===== src/rtl/fsps_pkg.sv =====
// ----------------------------------------------------------------------------
// fsps_pkg
// Shared types and codes for the searchable fifo: operation and status codes,
// field widths and the per-cell control group.
// ----------------------------------------------------------------------------
package fsps_pkg;

	localparam int OP_W   = 2;
	localparam int WORD_W = 32;
	localparam int POS_W  = 4;
	localparam int OCC_W  = 5;

	typedef enum logic [OP_W-1:0] {
		OP_ENQ  = 2'd0,
		OP_DEQ  = 2'd1,
		OP_FIND = 2'd2,
		OP_NOP  = 2'd3
	} op_t;

	typedef enum logic [1:0] {
		ST_OK       = 2'd0,
		ST_EMPTY    = 2'd1,
		ST_FULL     = 2'd2,
		ST_NOTFOUND = 2'd3
	} status_t;

	typedef struct packed {
		logic load;     // take the broadcast word (enqueue at the tail)
		logic shift;    // take the neighbor's word (dequeue)
		logic capture;  // latch the compare result (find start)
		logic scan;     // take the neighbor's hit flag (find scan)
		logic valid;    // cell holds a live entry
	} cell_ctrl_t;

endpackage


===== src/rtl/fsps_cell.sv =====
// ----------------------------------------------------------------------------
// fsps_cell
// One queue slot: holds a word and a hit flag, loads from the broadcast bus
// or from its neighbor toward the tail, and hands its hit flag toward the head.
// ----------------------------------------------------------------------------
module fsps_cell
	import fsps_pkg::*;
(
	input  logic                     clk,
	input  logic                     arst_n,
	input  cell_ctrl_t               ctrl,
	input  logic signed [WORD_W-1:0] value,
	input  logic signed [WORD_W-1:0] next_word,
	input  logic                     next_hit,
	output logic signed [WORD_W-1:0] word,
	output logic                     hit
);

	logic signed [WORD_W-1:0] word_q;
	logic                     hit_q;

	always_ff @(posedge clk) begin
		if (ctrl.load) begin
			word_q <= value;
		end else if (ctrl.shift) begin
			word_q <= next_word;
		end
	end

	always_ff @(posedge clk or negedge arst_n) begin
		if (!arst_n) begin
			hit_q <= 1'b0;
		end else if (ctrl.capture) begin
			hit_q <= ctrl.valid && (word_q == value);
		end else if (ctrl.scan) begin
			hit_q <= next_hit;
		end
	end

	assign word = word_q;
	assign hit  = hit_q;

endmodule


===== src/rtl/fifo_with_position_search.sv =====
// ----------------------------------------------------------------------------
// fifo_with_position_search
// Bounded fifo of signed 32-bit words built as a row of cells, with search.
// ----------------------------------------------------------------------------
// Cell 0 always holds the head; a dequeue moves every word one cell toward the
// head and an enqueue writes the cell at the current fill level. Enqueue,
// dequeue and the unused op code give their result in the cycle after start and
// busy never rises. A find latches a compare flag in every cell, then walks the
// flags toward cell 0 one cell per cycle; a hit reports the position of the
// match nearest the head, a miss reports not found, and an empty queue gives
// not found without a walk. busy is high while the walk runs. Each result is
// shown for one cycle with done high and cannot be held off.
module fifo_with_position_search
	import fsps_pkg::*;
#(
	parameter int DEPTH = 16
)
(
	input  logic                     clk,
	input  logic                     arst_n,
	input  logic                     start,
	output logic                     busy,
	input  logic [OP_W-1:0]          op,
	input  logic signed [WORD_W-1:0] value,
	output logic                     done,
	output logic [1:0]               status,
	output logic signed [WORD_W-1:0] data,
	output logic [POS_W-1:0]         position,
	output logic [OCC_W-1:0]         occupancy
);

	localparam int CNT_W = $clog2(DEPTH + 1);
	localparam int IDX_W = $clog2(DEPTH);

	typedef enum logic {S_IDLE, S_SCAN} state_t;

	state_t                   state_q;
	logic [CNT_W-1:0]         count_q;
	logic [IDX_W-1:0]         scan_q;
	logic signed [WORD_W-1:0] key_q;
	logic                     done_q;
	status_t                  status_q;
	logic signed [WORD_W-1:0] data_q;
	logic [POS_W-1:0]         position_q;
	logic [OCC_W-1:0]         occupancy_q;

	logic                     take;
	logic                     full;
	logic                     empty;
	logic                     last_scan;
	logic signed [WORD_W-1:0] words [DEPTH];
	logic                     hits  [DEPTH];
	cell_ctrl_t               ctrl  [DEPTH];

	assign take      = start && (state_q == S_IDLE);
	assign full      = (count_q == CNT_W'(DEPTH));
	assign empty     = (count_q == '0);
	assign last_scan = ((CNT_W'(scan_q) + CNT_W'(1)) == count_q);

	for (genvar k = 0; k < DEPTH; k++) begin : g_cell
		logic signed [WORD_W-1:0] nxt_word;
		logic                     nxt_hit;

		if (k == DEPTH - 1) begin : g_end
			assign nxt_word = '0;
			assign nxt_hit  = 1'b0;
		end else begin : g_mid
			assign nxt_word = words[k+1];
			assign nxt_hit  = hits[k+1];
		end

		always_comb begin
			ctrl[k].valid   = (CNT_W'(k) < count_q);
			ctrl[k].load    = take && (op_t'(op) == OP_ENQ) && (count_q == CNT_W'(k));
			ctrl[k].shift   = take && (op_t'(op) == OP_DEQ) && !empty;
			ctrl[k].capture = take && (op_t'(op) == OP_FIND);
			ctrl[k].scan    = (state_q == S_SCAN);
		end

		fsps_cell u_cell (
			.clk       (clk),
			.arst_n    (arst_n),
			.ctrl      (ctrl[k]),
			.value     ((state_q == S_SCAN) ? key_q : value),
			.next_word (nxt_word),
			.next_hit  (nxt_hit),
			.word      (words[k]),
			.hit       (hits[k])
		);
	end

	always_ff @(posedge clk or negedge arst_n) begin
		if (!arst_n) begin
			state_q     <= S_IDLE;
			count_q     <= '0;
			scan_q      <= '0;
			key_q       <= '0;
			done_q      <= 1'b0;
			status_q    <= ST_OK;
			data_q      <= '0;
			position_q  <= '0;
			occupancy_q <= '0;
		end else begin
			done_q <= 1'b0;
			case (state_q)
				S_IDLE: begin
					if (start) begin
						status_q   <= ST_OK;
						data_q     <= '0;
						position_q <= '0;
						case (op_t'(op))
							OP_ENQ: begin
								done_q <= 1'b1;
								if (full) begin
									status_q    <= ST_FULL;
									occupancy_q <= OCC_W'(count_q);
								end else begin
									count_q     <= count_q + CNT_W'(1);
									occupancy_q <= OCC_W'(count_q + CNT_W'(1));
								end
							end
							OP_DEQ: begin
								done_q <= 1'b1;
								if (empty) begin
									status_q    <= ST_EMPTY;
									occupancy_q <= OCC_W'(count_q);
								end else begin
									data_q      <= words[0];
									count_q     <= count_q - CNT_W'(1);
									occupancy_q <= OCC_W'(count_q - CNT_W'(1));
								end
							end
							OP_FIND: begin
								occupancy_q <= OCC_W'(count_q);
								key_q       <= value;
								scan_q      <= '0;
								if (empty) begin
									done_q   <= 1'b1;
									status_q <= ST_NOTFOUND;
								end else begin
									state_q <= S_SCAN;
								end
							end
							default: begin
								done_q      <= 1'b1;
								occupancy_q <= OCC_W'(count_q);
							end
						endcase
					end
				end
				S_SCAN: begin
					if (hits[0]) begin
						done_q     <= 1'b1;
						status_q   <= ST_OK;
						position_q <= POS_W'(scan_q);
						state_q    <= S_IDLE;
					end else if (last_scan) begin
						done_q     <= 1'b1;
						status_q   <= ST_NOTFOUND;
						position_q <= '0;
						state_q    <= S_IDLE;
					end else begin
						scan_q <= scan_q + IDX_W'(1);
					end
				end
				default: begin
					state_q <= S_IDLE;
				end
			endcase
		end
	end

	assign busy      = (state_q == S_SCAN);
	assign done      = done_q;
	assign status    = status_q;
	assign data      = data_q;
	assign position  = position_q;
	assign occupancy = occupancy_q;

endmodule


===== config.mk =====
export PLATFORM = sky130hd
export DESIGN_NAME = fifo_with_position_search
export DESIGN_NICKNAME = d
export VERILOG_FILES = /design/src/rtl/fsps_pkg.sv /design/src/rtl/fsps_cell.sv /design/src/rtl/fifo_with_position_search.sv
export SDC_FILE = /design/constraint.sdc
export NUM_CORES = 1
export LEC_CHECK = 0
export CAP_MARGIN = 20
export CORE_AREA = 3 3 254 256
export CTS_CLUSTER_SIZE = 10
export DETAILED_ROUTE_END_ITERATION = 16
export DIE_AREA = 0 0 257 259
export DONT_BUFFER_PORTS = 1
export HOLD_SLACK_MARGIN = 0.05
export PLACE_DENSITY_LB_ADDON = 0.25
export SLEW_MARGIN = 20
export SYNTH_ARGS = -nofsm -noshare
export SYNTH_HDL_FRONTEND = slang
export SYNTH_SLANG_ARGS = --single-unit
export TNS_END_PERCENT = 5

===== constraint.sdc =====
create_clock -name clk -period 4.1 [get_ports clk]
set_clock_uncertainty 0.2 [all_clocks]
set_input_delay 0.205 -clock clk [delete_from_list [all_inputs] [get_ports clk]]
set_output_delay 0.205 -clock clk [all_outputs]
set_load 0.005 [all_outputs]

==> metrics.csv <==
metric,value,unit
status,finished clean,
post_cts_buffers,0,
cp-end-kind,register,
crit_slowest_cell,mux2i_4,
setup_ws,645,ps
fp-row-count,92,
fin_crit_sh,84.3,%
dpl.hpwl,67500,µm
drtAntennaViolNets,0,
critPathMaxStageDelay,920,ps
n_fill_cell,5230,
p_leak,13.2,nW
fin_total_pwr,19.9,mW
final_common_cell,nand2_1,
synth_edf_count,512,
slew_headroom,23.5,%
dieArea,0.0666,mm²
pwr_density_cell,563,mW/mm²
grt_pass1_wl,145000,µm
gp_congestion,0.964,
placed_cells,3627,
drive_above_1_share,9.16,%
root_buffer,clkbuf_16,
finalSetupViolCount,0,
synth_seq_cells,609,
initial_core_util,49.7,%
dpl_worst_slack,674,ps
fp.dieH,259,µm
grt_usage,29.3,%
netlist_instances,2888,
power.switching,6.96,mW
synth.area.top_cells,"edfxtp_1 49%, xor2_1 8.1%, dfrtp_1 7.8%",
syn_to_final_growth,13.4,%
gr-total-overflow,0,
sw_frac_of_total,34.9,%
hold_violations,0,
core,0.0627,mm²
final_util,56.4,%
arrival,3760,ps
crit_path_max_fanout,26,
drtIter0Drc,2397,
synth_area,0.0312,mm²
internal_power,13.0,mW
synth_nets,2931,
yosysWarnings,0,
yosysUniqueCellTypes,54,
grt_max_degree,98,
crit_type,reg2reg,
place_area,0.0326,mm²
final_area,0.0354,mm²
htree_levels,3,
final_cell_mix,"550 x nand2_1, 512 x edfxtp_1, 411 x o21ai_1",
final_cells,3820,
clkTransAtPathRegs,60,ps
synth_ff_type,edfxtp_1,
synth_top_area_share,49.3,%
drc_errors,0,
grt_antenna_before_repair,3,
synth_top_area_cell,edfxtp_1,
cts_buffers,72,
avgSynthCellArea,10.8,µm²
cp-start-kind,register,
crit_path_cell_trace,"buf_12, mux2i_4, xnor2_1, a2111oi_0, a41oi_1, a211oi_1",
vdd_ir_drop_max,0.000352,V
ys_seq_area_share,57.1,%
holdWs,56.9,ps
drv_cap,0,
rsz0062_at_grt,false,
pwr-share-comb,29.4,%
sequentialPowerShare,41.5,%
finalCriticalPeriod,3460,ps
finalSetupTns,0,ps
port_buffers,0,
die_x,257,µm
clkPwrFrac,29.1,%
grt_pass1_vias,22442,
ios,82,
slew_violations,0,
synthArstFlopShare,15.9,%
avgRoutedWirePerCell,25.8,µm
wl,98500,µm
dr.pass1.iters,6,
vias,22716,
clk_path_buf_depth,3,
numClockSinks,609,
fin_nets,2969,
crit_required,4410,ps
hold_class,in2async,
insertion_delay,630,ps
viasPerCell,5.95,
fmax,289,MHz
worst_pin_slew,1120,ps
tritoncts,built,
-- repair_timing --
action	in CTS	in global routing
setup endpoints to repair	0	0
gates resized for setup	0	0
hold buffers	71	0
hold endpoints to repair	552	0
-- Yosys cell counts, drive strengths merged, types with 2 or more instances --
| cell | instances |
|---|---|
| nand2 | 561 |
| edfxtp | 512 |
| o21ai | 434 |
| xor2 | 289 |
| xnor2 | 234 |
| clkbuf | 161 |
| nor2 | 112 |
| dfrtp | 97 |
| buf | 79 |
| a21oi | 78 |
| nand4 | 76 |
| nor4 | 65 |
| mux2i | 35 |
| a22o | 33 |
| nand3 | 24 |
| nor3 | 20 |
| inv | 9 |
| ha | 6 |
| a2111oi | 5 |
| a31oi | 5 |
| nand2b | 5 |
| a211oi | 4 |
| a32o | 4 |
| nor2b | 4 |
| a22oi | 3 |
| o2111ai | 3 |
| o22ai | 3 |
| a221o | 2 |
| mux2 | 2 |
| nand3b | 2 |
| o21a | 2 |
| o22a | 2 |
| o31ai | 2 |
| or3 | 2 |
-- critical path: cells and delay by family (launching register included) --
family,cells,cell delay (ps)
compound gates,3,1260
xor+xnor,1,120
buf+inv,1,300
flops,1,500
mux,1,920
-- path summary, 6_finish.rpt --
path	start	end	depth (start not counted)	slack, ps
max	busy	g_cell[10].u_cell.hit	6	640
min reg2reg	g_cell[1].u_cell.hit	g_cell[1].u_cell.hit	1	300
min in group clk	start	g_cell[7].u_cell.hit	4	100
max in group asynchronous	arst_n	g_cell[13].u_cell.hit	2	3220
max reg2reg	busy	g_cell[10].u_cell.hit	6	640
min	arst_n	data[29]	2	60
-- cell type report --
cell class | instances | area, µm² | area share [%]
Antenna cell | 3 | 7.51 | 0.0212
Clock buffer | 108 | 1940 | 5.48
Clock inverter | 11 | 97.6 | 0.276
Inverter | 9 | 33.8 | 0.0955
Multi-Input combinational cell | 2030 | 12500 | 35.2
Sequential cell | 609 | 17800 | 50.4
Tap cell | 846 | 1060 | 2.99
Timing Repair Buffer | 204 | 1960 | 5.56
-- per-layer routing --
layer / track usage [%] / wire length (µm) / up-vias
li1: - / - / 10227
met2: 48.0 / 46300 / 1071
met5: 0 / 0 / -
met1: 36.4 / 37600 / 11111
met4: 16.3 / 6280 / 0
met3: 6.11 / 8320 / 307
-- sequential cells by signal, summed over array words and instances (netlist names), 2 cells and up --
name / cells
count_q: 5
g_cell.u_cell.hit: 16
data: 32
position: 4
status: 2
g_cell.u_cell.word: 512
key_q: 32
scan_q: 4
-- power by group through the flow --
stage / registers [mW] / logic [mW] / clock network (mW)
after floorplan: 8.08 / 3.50 / 0
after global placement: 8.36 / 5.48 / 0
after detailed placement: 8.38 / 5.54 / 0
after CTS: 8.25 / 5.77 / 5.85
after global routing: 8.32 / 6.18 / 6.11
final: 8.27 / 5.86 / 5.80
-- kinds of logic after synthesis --
kind of cell	after synthesis	share of synthesized area, %
compound gates	588	10.3
xor+xnor	523	14.7
fa+ha+maj	6	0.241
buf+inv	249	3.51
flops	609	57.1
mux	37	2.09
simple gates	876	12.1
(Power assumes the default switching activity.)
